**config.mk**
```make
export PLATFORM = sky130hd
export DESIGN_NAME = msec_front
export DESIGN_NICKNAME = d
export VERILOG_FILES = /design/src/design/mips_subset_execute_core_unit_assert.svh /design/src/design/msec_pkg.sv /design/src/design/msec_front.sv
export SDC_FILE = /design/constraint.sdc
export NUM_CORES = 1
export LEC_CHECK = 0
export BUFFER_PORTS_ARGS = -buffer_cell sky130_fd_sc_hd__buf_4
export CELL_PAD_IN_SITES_DETAIL_PLACEMENT = 2
export CELL_PAD_IN_SITES_GLOBAL_PLACEMENT = 2
export CORE_UTILIZATION = 17
export DETAILED_ROUTE_END_ITERATION = 7
export PLACE_DENSITY = 0.93
export SLEW_MARGIN = 20
export SYNTH_ARGS = -nofsm -noshare
export SYNTH_HDL_FRONTEND = slang
export SYNTH_SLANG_ARGS = --single-unit
export TNS_END_PERCENT = 10
```
**constraint.sdc**
```tcl
create_clock -name vclk -period 2.1
set_clock_uncertainty 0.05 [all_clocks]
set_input_delay 0.21 -clock vclk [all_inputs]
set_output_delay 0.21 -clock vclk [all_outputs]
set_load 0.02 [all_outputs]
```
**src/design/mips_subset_execute_core_unit_assert.svh**
```systemverilog
// assertion macros for the execute core
// used by modules that check their own control; relies on clk and rst in scope
`ifndef MIPS_SUBSET_EXECUTE_CORE_UNIT_ASSERT_SVH
`define MIPS_SUBSET_EXECUTE_CORE_UNIT_ASSERT_SVH

// property holds at every clock outside reset
`define MSEC_ASSERT(lbl, prop, msg) \
  lbl: assert property (@(posedge clk) disable iff (rst) (prop)) else $error(msg);

// condition never seen outside reset
`define MSEC_NEVER(lbl, cond, msg) \
  lbl: assert property (@(posedge clk) disable iff (rst) !(cond)) else $error(msg);

`endif

```
**src/design/msec_pkg.sv**
```systemverilog
// shared types and constants of the execute core
// no dependencies
package msec_pkg;

  localparam int DMEM_WORDS  = 1024;
  localparam int DMEM_AW     = $clog2(DMEM_WORDS);
  localparam int QUEUE_DEPTH = 2;
  localparam int QUEUE_AW    = $clog2(QUEUE_DEPTH);
  localparam int QUEUE_CW    = $clog2(QUEUE_DEPTH + 1);
  localparam int OUT_W       = 112;

  localparam logic [5:0] OPC_SPECIAL = 6'h00;
  localparam logic [5:0] OPC_BEQ     = 6'h04;
  localparam logic [5:0] OPC_BNE     = 6'h05;
  localparam logic [5:0] OPC_ADDI    = 6'h08;
  localparam logic [5:0] OPC_ANDI    = 6'h0C;
  localparam logic [5:0] OPC_ORI     = 6'h0D;
  localparam logic [5:0] OPC_XORI    = 6'h0E;
  localparam logic [5:0] OPC_LB      = 6'h20;
  localparam logic [5:0] OPC_LH      = 6'h21;
  localparam logic [5:0] OPC_LW      = 6'h23;
  localparam logic [5:0] OPC_SB      = 6'h28;
  localparam logic [5:0] OPC_SH      = 6'h29;
  localparam logic [5:0] OPC_SW      = 6'h2B;

  localparam logic [5:0] FN_SLL     = 6'h00;
  localparam logic [5:0] FN_SRL     = 6'h02;
  localparam logic [5:0] FN_SRA     = 6'h03;
  localparam logic [5:0] FN_SYSCALL = 6'h0C;
  localparam logic [5:0] FN_MFHI    = 6'h10;
  localparam logic [5:0] FN_MTHI    = 6'h11;
  localparam logic [5:0] FN_MFLO    = 6'h12;
  localparam logic [5:0] FN_MTLO    = 6'h13;
  localparam logic [5:0] FN_MULT    = 6'h18;
  localparam logic [5:0] FN_DIV     = 6'h1A;
  localparam logic [5:0] FN_ADD     = 6'h20;
  localparam logic [5:0] FN_SUB     = 6'h22;
  localparam logic [5:0] FN_AND     = 6'h24;
  localparam logic [5:0] FN_OR      = 6'h25;
  localparam logic [5:0] FN_XOR     = 6'h26;
  localparam logic [5:0] FN_NOR     = 6'h27;

  typedef enum logic [4:0] {
    K_SLL, K_SRL, K_SRA, K_SYS, K_MFHI, K_MTHI, K_MFLO, K_MTLO, K_MULT, K_DIV,
    K_ADD, K_SUB, K_AND, K_OR, K_XOR, K_NOR, K_BEQ, K_BNE, K_ADDI, K_ANDI,
    K_ORI, K_XORI, K_LB, K_LH, K_LW, K_SB, K_SH, K_SW, K_ILL
  } kind_t;

  typedef struct packed {
    kind_t       kind;
    logic [4:0]  rs;
    logic [4:0]  rt;
    logic [4:0]  dst;
    logic [4:0]  shamt;
    logic [15:0] imm;
  } dec_t;

  typedef struct packed {
    logic [31:0] next_pc;
    logic        reg_write;
    logic [4:0]  reg_index;
    logic [31:0] reg_value;
    logic        mem_write;
    logic [31:0] mem_address;
    logic        syscall_seen;
    logic        illegal_op;
  } result_t;

endpackage

```
**src/design/msec_front.sv**
```systemverilog
// front end: accepts instruction words and classifies them
// depends on msec_pkg
module msec_front (
  input  logic          s_tvalid,
  output logic          s_tready,
  input  logic [31:0]   instruction,
  input  logic          q_full,
  output logic          q_push,
  output msec_pkg::dec_t dec
);
  import msec_pkg::*;

  logic [5:0] opc;
  logic [5:0] fn;

  assign s_tready = !q_full;
  assign q_push   = s_tvalid && !q_full;
  assign opc      = instruction[31:26];
  assign fn       = instruction[5:0];

  always_comb begin
    dec.rs    = instruction[25:21];
    dec.rt    = instruction[20:16];
    dec.dst   = instruction[20:16];
    dec.shamt = instruction[10:6];
    dec.imm   = instruction[15:0];
    dec.kind  = K_ILL;
    unique case (opc)
      OPC_SPECIAL: begin
        dec.dst = instruction[15:11];
        unique case (fn)
          FN_SLL:     dec.kind = K_SLL;
          FN_SRL:     dec.kind = K_SRL;
          FN_SRA:     dec.kind = K_SRA;
          FN_SYSCALL: dec.kind = K_SYS;
          FN_MFHI:    dec.kind = K_MFHI;
          FN_MTHI:    dec.kind = K_MTHI;
          FN_MFLO:    dec.kind = K_MFLO;
          FN_MTLO:    dec.kind = K_MTLO;
          FN_MULT:    dec.kind = K_MULT;
          FN_DIV:     dec.kind = K_DIV;
          FN_ADD:     dec.kind = K_ADD;
          FN_SUB:     dec.kind = K_SUB;
          FN_AND:     dec.kind = K_AND;
          FN_OR:      dec.kind = K_OR;
          FN_XOR:     dec.kind = K_XOR;
          FN_NOR:     dec.kind = K_NOR;
          default:    dec.kind = K_ILL;
        endcase
      end
      OPC_BEQ:  dec.kind = K_BEQ;
      OPC_BNE:  dec.kind = K_BNE;
      OPC_ADDI: dec.kind = K_ADDI;
      OPC_ANDI: dec.kind = K_ANDI;
      OPC_ORI:  dec.kind = K_ORI;
      OPC_XORI: dec.kind = K_XORI;
      OPC_LB:   dec.kind = K_LB;
      OPC_LH:   dec.kind = K_LH;
      OPC_LW:   dec.kind = K_LW;
      OPC_SB:   dec.kind = K_SB;
      OPC_SH:   dec.kind = K_SH;
      OPC_SW:   dec.kind = K_SW;
      default:  dec.kind = K_ILL;
    endcase
  end

endmodule

```
==> metrics <==
worst slew pin tran between 0.3 and 0.4 ns; nets about 160; hold crit path type primary input to primary output; RSZ-0062 raised after global routing false; synth top area cells buf_4 32%, mux2_2 10%, nor2b_1 5.0%; vias per cell about 4.6; global-route wire length before repair ~3400 um; Routed Antenna Nets 0; post-CTS sizing 0; Fin Hold WS roughly 0.37 ns; fmax approximately 0.51 GHz; Core Region a little over 4000 sq um; top-count cell post-synth buf_4; Setup TNS 0 ns; synth-to-layout area growth 25.3%; crit path kind primary input to primary output; cell family with most CP delay simple AND/OR/NAND/NOR gates; CP Cell Sequence buf_4, or3b_4, o21a_1, or4b_1, o31a_1, buf_4; Post-Synthesis Cell Area approximately 760 sq um; Rows 23; Power Dens Cells 211 nW/um^2; cell taking the most area after synthesis buf_4; hold buffer count at CTS 0; post-CTS setup buffers 0; crit path launch type primary input; routability cong. between 0.7 and 0.8; Post-Synth Simple-Gate Area approximately 26%; Leak ~0.43 nW; cell count of the worst hold path 0; HPWL Detailed about 1800 um; Synthesized Nets 142; Netlist cell types 35; I/O Buffers 52; critical path's most frequent cell buf_4; WHS Endpoint dec[31]; clock buffers 0; register area share after synthesis 0%; final WL roughly 2200 um; YS warnings 0; run status finished, final reports clean; via count of the routed design 809; slowest stage cell on the critical path or4b_1; count of final hold-check violations 0; wire length per cell 12.7 um; Antenna Cells 0; area share of fa/ha/maj cells after synthesis 0%; max incr delay on CP 0.50 ns; pin count of the biggest net entering global routing 15; Post-Synth XOR/XNOR Area 0%; mean area per synthesized cell between 7 and 8 sq um; # DRC 0; final design utilization a little under a quarter; Worst Hold Launch instruction[21]; maxcap violations 0; crit path time final between 1.5 and 2 ns; initial antenna violation count 0; vias in the first global route ~800; io pins between 70 and 80; Die ar. about 4700 sq um; Synth top cells by count 32 x buf_4, 7 x mux2_2, 7 x nand2_1, 7 x nor2_1, 6 x nor2b_1; relative slew slack roughly three quarters; Critical Path RT 1.84 ns; Critical Path AT between 1.5 and 2 ns; Placed Area around 950 sq um; flip-flop and latch area 0 sq um; Seq cells 0; post-synthesis mux area share a little over a tenth; Crit. End Element primary output; Tcrit/Tclk final between 90% and 100%; max-slew violations 0; drt first pass iters 4; Initial Utilization 18.3%; Syn Inst Count around 110; CP max FO 8; WP buf/inv 2; Initial DRC Count 11; Synth Area in Compound Gates 24.8%; share of post-route cells with drive strength above 1 53.2%; total grt overflow 0; Total Routing Usage GR under 10%; Die X a little under 70 um; Die Y slightly below 70 um; Yosys top cell area share a little under a third; maximum vdd ir drop 0.0430 mV; final setup vio count 0; Finished Cell Area roughly 950 sq um; combinational family with the most area after synthesis buffers and inverters
## area by class of cell
class	count	area (sq um)
Tap cell	50	62.6
Fill cell	514	3200
Multi-Input combinational cell	68	462
Inverter	3	11.3
Timing Repair Buffer	55	413
## layout by cell type, fill, tap and decap left out
master,count
o22ai_1,3
buf_4,55
nand2b_1,3
or3b_4,1
a211oi_1,2
o21bai_1,1
nor2b_1,6
a221oi_1,1
o32a_2,1
nand3_1,1
nor2_1,7
nor3_1,2
o41ai_1,1
and2b_2,1
a22oi_1,1
o31a_1,1
mux2_2,7
o211ai_1,2
nand4_1,1
o21ai_0,1
o31ai_1,1
or4b_1,1
a31o_2,1
a21oi_1,5
a211o_1,3
nor3b_1,3
inv_1,3
o21a_1,1
nand2_1,7
nor4_1,1
a31oi_1,1
or2_2,1
## worst max path at each step
| stage | start | end | slack (ns) | cells past startpoint |
|---|---|---|---|---|
| after floorplan | instruction[26] | dec[36] | 0.1 | 5 |
| after global placement | instruction[1] | dec[40] | 0.17 | 6 |
| after detailed placement | instruction[1] | dec[40] | 0.15 | 6 |
| after CTS | instruction[1] | dec[40] | 0.14 | 6 |
| after global routing | instruction[1] | dec[40] | 0.1 | 6 |
| final | instruction[1] | dec[40] | 0.15 | 6 |
## per-stage QoR
stage	total power, mW	worst slack [ns]	std cells
2_1_floorplan	0.166	0.0979	108
3_3_place_gp	0.199	0.169	176
3_5_place_dp	0.202	0.153	176
4_1_cts	0.203	0.145	176
5_1_grt	0.219	0.0952	176
6_report	0.200	0.152	176
## report_power, final
| part | total, mW | switching, mW | internal (mW) |
|---|---|---|---|
| clock | 0 | 0 | 0 |
| combinational | 0.200 | 0.103 | 0.0963 |
| sequential | 0 | 0 | 0 |
| total | 0.200 | 0.103 | 0.0963 |
## logic make-up (layout without fill, tap and decap cells)
kind of cell | after synthesis | in the layout
multiplexers | 7 | 7
AND/OR/NAND/NOR | 35 | 35
AO/OA/AOI/OAI | 26 | 26
buffers and inverters | 40 | 58
## routing by layer
metal | wire length (um) | vias to the layer above | track usage [%]
li1 | - | 390 | -
met1 | 939 | 381 | 11.1
met2 | 1070 | 38 | 17.6
met3 | 229 | 0 | 0.987
met4 | 0 | 0 | 0.255
met5 | 0 | - | 0
Note: power is estimated with default switching activity, not from simulation.
