==> config.mk <==
export PLATFORM = sky130hd
export DESIGN_NAME = msec_fifo
export DESIGN_NICKNAME = d
export VERILOG_FILES = /design/src/design/mips_subset_execute_core_unit_assert.svh /design/src/design/msec_pkg.sv /design/src/design/msec_fifo.sv
export SDC_FILE = /design/constraint.sdc
export NUM_CORES = 1
export LEC_CHECK = 0
export BUFFER_PORTS_ARGS = -buffer_cell sky130_fd_sc_hd__buf_4
export CORE_ASPECT_RATIO = 0.8
export CORE_UTILIZATION = 47
export DETAILED_ROUTE_END_ITERATION = 12
export PLACE_DENSITY = 0.75
export RECOVER_POWER = 100
export SETUP_SLACK_MARGIN = 0.4
export SLEW_MARGIN = 0
export SYNTH_ARGS = -nofsm -noshare
export SYNTH_HDL_FRONTEND = slang
export SYNTH_SLANG_ARGS = --single-unit
==> constraint.sdc <==
create_clock -name clk -period 2.6 [get_ports clk]
set_clock_uncertainty 0.2 [all_clocks]
set_input_delay 0.26 -clock clk [delete_from_list [all_inputs] [get_ports clk]]
set_output_delay 0.26 -clock clk [all_outputs]
set_load 0.005 [all_outputs]
==> src/design/mips_subset_execute_core_unit_assert.svh <==
// assertion macros for the execute core
// used by modules that check their own control; relies on clk and rst in scope
`ifndef MIPS_SUBSET_EXECUTE_CORE_UNIT_ASSERT_SVH
`define MIPS_SUBSET_EXECUTE_CORE_UNIT_ASSERT_SVH

// property holds at every clock outside reset
`define MSEC_ASSERT(lbl, prop, msg) \
  lbl: assert property (@(posedge clk) disable iff (rst) (prop)) else $error(msg);

// condition never seen outside reset
`define MSEC_NEVER(lbl, cond, msg) \
  lbl: assert property (@(posedge clk) disable iff (rst) !(cond)) else $error(msg);

`endif

==> src/design/msec_pkg.sv <==
// shared types and constants of the execute core
// no dependencies
package msec_pkg;

  localparam int DMEM_WORDS  = 1024;
  localparam int DMEM_AW     = $clog2(DMEM_WORDS);
  localparam int QUEUE_DEPTH = 2;
  localparam int QUEUE_AW    = $clog2(QUEUE_DEPTH);
  localparam int QUEUE_CW    = $clog2(QUEUE_DEPTH + 1);
  localparam int OUT_W       = 112;

  localparam logic [5:0] OPC_SPECIAL = 6'h00;
  localparam logic [5:0] OPC_BEQ     = 6'h04;
  localparam logic [5:0] OPC_BNE     = 6'h05;
  localparam logic [5:0] OPC_ADDI    = 6'h08;
  localparam logic [5:0] OPC_ANDI    = 6'h0C;
  localparam logic [5:0] OPC_ORI     = 6'h0D;
  localparam logic [5:0] OPC_XORI    = 6'h0E;
  localparam logic [5:0] OPC_LB      = 6'h20;
  localparam logic [5:0] OPC_LH      = 6'h21;
  localparam logic [5:0] OPC_LW      = 6'h23;
  localparam logic [5:0] OPC_SB      = 6'h28;
  localparam logic [5:0] OPC_SH      = 6'h29;
  localparam logic [5:0] OPC_SW      = 6'h2B;

  localparam logic [5:0] FN_SLL     = 6'h00;
  localparam logic [5:0] FN_SRL     = 6'h02;
  localparam logic [5:0] FN_SRA     = 6'h03;
  localparam logic [5:0] FN_SYSCALL = 6'h0C;
  localparam logic [5:0] FN_MFHI    = 6'h10;
  localparam logic [5:0] FN_MTHI    = 6'h11;
  localparam logic [5:0] FN_MFLO    = 6'h12;
  localparam logic [5:0] FN_MTLO    = 6'h13;
  localparam logic [5:0] FN_MULT    = 6'h18;
  localparam logic [5:0] FN_DIV     = 6'h1A;
  localparam logic [5:0] FN_ADD     = 6'h20;
  localparam logic [5:0] FN_SUB     = 6'h22;
  localparam logic [5:0] FN_AND     = 6'h24;
  localparam logic [5:0] FN_OR      = 6'h25;
  localparam logic [5:0] FN_XOR     = 6'h26;
  localparam logic [5:0] FN_NOR     = 6'h27;

  typedef enum logic [4:0] {
    K_SLL, K_SRL, K_SRA, K_SYS, K_MFHI, K_MTHI, K_MFLO, K_MTLO, K_MULT, K_DIV,
    K_ADD, K_SUB, K_AND, K_OR, K_XOR, K_NOR, K_BEQ, K_BNE, K_ADDI, K_ANDI,
    K_ORI, K_XORI, K_LB, K_LH, K_LW, K_SB, K_SH, K_SW, K_ILL
  } kind_t;

  typedef struct packed {
    kind_t       kind;
    logic [4:0]  rs;
    logic [4:0]  rt;
    logic [4:0]  dst;
    logic [4:0]  shamt;
    logic [15:0] imm;
  } dec_t;

  typedef struct packed {
    logic [31:0] next_pc;
    logic        reg_write;
    logic [4:0]  reg_index;
    logic [31:0] reg_value;
    logic        mem_write;
    logic [31:0] mem_address;
    logic        syscall_seen;
    logic        illegal_op;
  } result_t;

endpackage

==> src/design/msec_fifo.sv <==
// short queue of decoded instructions between front and back end
// depends on msec_pkg
module msec_fifo (
  input  logic           clk,
  input  logic           rst,
  input  logic           push,
  input  msec_pkg::dec_t din,
  output logic           full,
  input  logic           pop,
  output logic           empty,
  output msec_pkg::dec_t dout
);
  import msec_pkg::*;

  dec_t                slot [QUEUE_DEPTH];
  logic [QUEUE_AW-1:0] wr_ptr;
  logic [QUEUE_AW-1:0] rd_ptr;
  logic [QUEUE_CW-1:0] count;

  assign full  = (count == QUEUE_CW'(QUEUE_DEPTH));
  assign empty = (count == '0);
  assign dout  = slot[rd_ptr];

  always_ff @(posedge clk) begin
    if (push) begin
      slot[wr_ptr] <= din;
    end
  end

  always_ff @(posedge clk) begin
    if (rst) begin
      wr_ptr <= '0;
      rd_ptr <= '0;
      count  <= '0;
    end else begin
      if (push) begin
        wr_ptr <= wr_ptr + 1'b1;
      end
      if (pop) begin
        rd_ptr <= rd_ptr + 1'b1;
      end
      count <= count + QUEUE_CW'(push) - QUEUE_CW'(pop);
    end
  end

endmodule

==> impl_results.md <==
- FILL cells: 535
- RSZ-0062 raised after global routing: no
- Register clock-pin slew on the reported worst setup and hold paths: 0.08 ns
- Max FO, Critical Path: 27
- Die area: ~7500 um^2
- Vias/cell: 4.708
- Max clock buf depth: 2
- Clk Tree Root Cell: clkbuf_8
- RePlAce Congestion: roughly 0.65
- Post-synthesis cell type with the largest combined area: edfxtp_1
- CP arrival: 2.04 ns
- Total wire length: 5996 um
- Post-synth EDFFs: 82
- WP data required: 2.45 ns
- Post-Synthesis Cells: 149
- DRC Markers: 0
- #FFs+latches synth: 87
- Static leakage: 1.759 nW
- Min cycle time layout: 2.187 ns
- Mapped Avg Cell Area: roughly 23 um^2
- Main synth FF type: edfxtp_1
- Nets: between 300 and 400
- Worst-Margin Slew: roughly 0.85 ns
- Global-route wire length before repair: 9363 um
- Hold WC Path Type: flip-flop to flip-flop
- Synthesis Warnings: 0
- Htree depth: 3
- Dpl cells: about 320
- Slew Viols, Final: 0
- TritonCTS Buffers: 9
- Ant diodes: 0
- Final setup fails: 0
- Sinks on Clock Net: 87
- Grt ovf: 0
- DRT Pass-1 Iters: 3
- Synth top area cells: edfxtp_1 (73%), mux2_4 (18%), dfxtp_1 (3.0%)
- Clk pwr share: 32.5%
- WHS Path Cells: 2
- Initial Util: 48.83%
- Switching Share: 21.63%
- Routed len/inst: 15.66 um
- Via count: 1803
- Post-synth top cells: edfxtp_1 (82), mux2_4 (40), dfxtp_1 (5), nor2_1 (5), buf_12 (4)
- Count leader, synth: edfxtp_1
- Initial antenna violation count: 0
- Synth top area share: 72.81%
- NetSw: 0.6744 mW
- Layout area overhead: 37.03%
- DP HPWL: 3660 um
- Core ar.: 6925 um^2
- Startpoint types: input port
- Setup ws final: 0.4133 ns
- Worst setup path class: input port to flip-flop
- Row cnt: 27
- Seq/Total Area, Yosys: approximately 76%
- Final Cycle Share: 84.10%
- Fin cells: 383
- Largest net degree at the start of global routing: 28
- Chip height: 77.87 um
- Vias in the first global route: 1940
- Pint: 2.443 mW
- CTS tree: yes
- Initial DRC Count: 51
- Mapped Area: around 3400 um^2
- All-Layer GR Usage: 16.76%
- R2R cell count: 2
- Post-synth cell types: 13
- Syn_nets: 196
- Max Freq: 457.3 MHz
- Maxcap violations: 0
- Relative slew slack: approximately 43%
- I/O pin count: 88
- Setup crit end kind: flip-flop
- TNS Setup: 0 ns
- Min Hold Slack: about 0.33 ns
- Share of power burned in registers: a little over half
- Final hold violation count: 0
- Port bufs: 87
- Share of cells above drive strength 1: 35.14%
- Die Width: between 90 and 100 um
- Worst VDD drop: 0.0003560 V
- Combinational Power Share: 14.0%
- Post-DRT Antenna Nets: 0
- Status: finished, final reports clean
- Ys async rst share: 0%
- PD cells: 672.7 nW/um^2
- Worst slack, placed: about 0.74 ns
- Clk_lat worst skew: 0.35 ns
## layout make-up
| cell class | instances | area, um^2 | area share, % |
|---|---|---|---|
| inverters | 2 | 7.507 | 0.1620 |
| well taps | 87 | 108.9 | 2.349 |
| clock inverters | 7 | 95.09 | 2.052 |
| multi-input cells | 55 | 589.3 | 12.72 |
| flip-flops and latches | 87 | 2564 | 55.32 |
| repair buffers | 136 | 1146 | 24.73 |
| clock buffers | 9 | 123.9 | 2.673 |
## critical path: stages
cell and delay (ns):
dlygate4sd3_1 0.52, clkbuf_1 0.20, nor2b_2 0.74, buf_12 0.29
## metrics by stage
| stage | instance area [um^2] | total power [mW] | utilization (%) |
|---|---|---|---|
| 2_1_floorplan | 3385 | 1.942 | - |
| 3_3_place_gp | 4143 | 2.142 | 59.82 |
| 3_5_place_dp | 4143 | 2.161 | 59.82 |
| 4_1_cts | 4815 | 3.228 | 69.52 |
| 5_1_grt | 4634 | 3.234 | 66.92 |
| 6_report | 4634 | 3.118 | 66.92 |
## routing by layer
metal | wire length [um] | up-vias | global-route usage (%)
met4 | 94 | 0 | 8.209
met5 | 0 | - | 0
met1 | 2651 | 881 | 18.99
li1 | - | 858 | -
met2 | 2996 | 55 | 29.37
met3 | 254 | 9 | 4.685
## final timing paths
| kind | slack (ns) | startpoint | end |
|---|---|---|---|
| worst min-delay path | 0.33 | rd_ptr$_SDFFE_PP0P_ | rd_ptr$_SDFFE_PP0P_ |
| worst max register to register | 0.76 | wr_ptr$_SDFFE_PP0P_ | slot[0][22]$_DFFE_PP_ |
| worst min register to register | 0.33 | rd_ptr$_SDFFE_PP0P_ | rd_ptr$_SDFFE_PP0P_ |
| worst max-delay path | 0.41 | push | slot[0][22]$_DFFE_PP_ |
## layout by cell type (no fill, tap or decap)
| cell type | n |
|---|---|
| xnor2_1 | 2 |
| nor2b_2 | 1 |
| mux2_1 | 36 |
| mux2_2 | 1 |
| mux2_4 | 4 |
| clkinv_1 | 1 |
| buf_4 | 41 |
| nor2b_1 | 2 |
| inv_6 | 1 |
| bufinv_16 | 2 |
| xnor3_1 | 1 |
| and2_2 | 1 |
| ha_1 | 2 |
| buf_12 | 4 |
| clkbuf_8 | 9 |
| nor2_1 | 5 |
| dlygate4sd3_1 | 45 |
| edfxtp_1 | 82 |
| dfxtp_1 | 4 |
| buf_1 | 1 |
| clkinv_2 | 1 |
| inv_1 | 2 |
| clkinv_4 | 2 |
| dfxtp_2 | 1 |
| clkbuf_1 | 9 |
| clkbuf_4 | 36 |
## power by group through the flow
stage                     clock network [mW]  registers, mW  logic [mW]
after detailed placement                   0           1.71       0.454
final                                   1.01           1.67       0.436
after CTS                               1.04           1.68       0.510
after global routing                    1.09           1.68       0.470
after global placement                     0           1.70       0.442
after floorplan                            0           1.69       0.257
## registers in the layout, summed over array words and instances, names as in the netlist, named ones only
name	cells
slot	82
count	2
rd_ptr	1
wr_ptr	1
## timing repair
| item | in CTS | in global routing |
|---|---|---|
| setup buffers | 0 | 0 |
| hold endpoints to repair | 87 | 0 |
| gates resized for setup | 1 | 0 |
| endpoints found under the setup margin | 27 | 0 |
| hold buffers | 45 | 0 |
## cells by family (layout without fill, tap and decap cells)
| kind of cell | Yosys count | in the layout | share of synthesized area, % |
|---|---|---|---|
| adder cells (fa/ha/maj) | 2 | 2 | 0.7398 |
| multiplexers | 41 | 41 | 18.09 |
| flip-flops | 87 | 87 | 75.77 |
| AND/OR/NAND/NOR | 9 | 9 | 1.295 |
| XOR/XNOR | 3 | 3 | 1.184 |
| buffers and inverters | 7 | 154 | 2.923 |
Note: power is estimated with default switching activity, not from simulation.
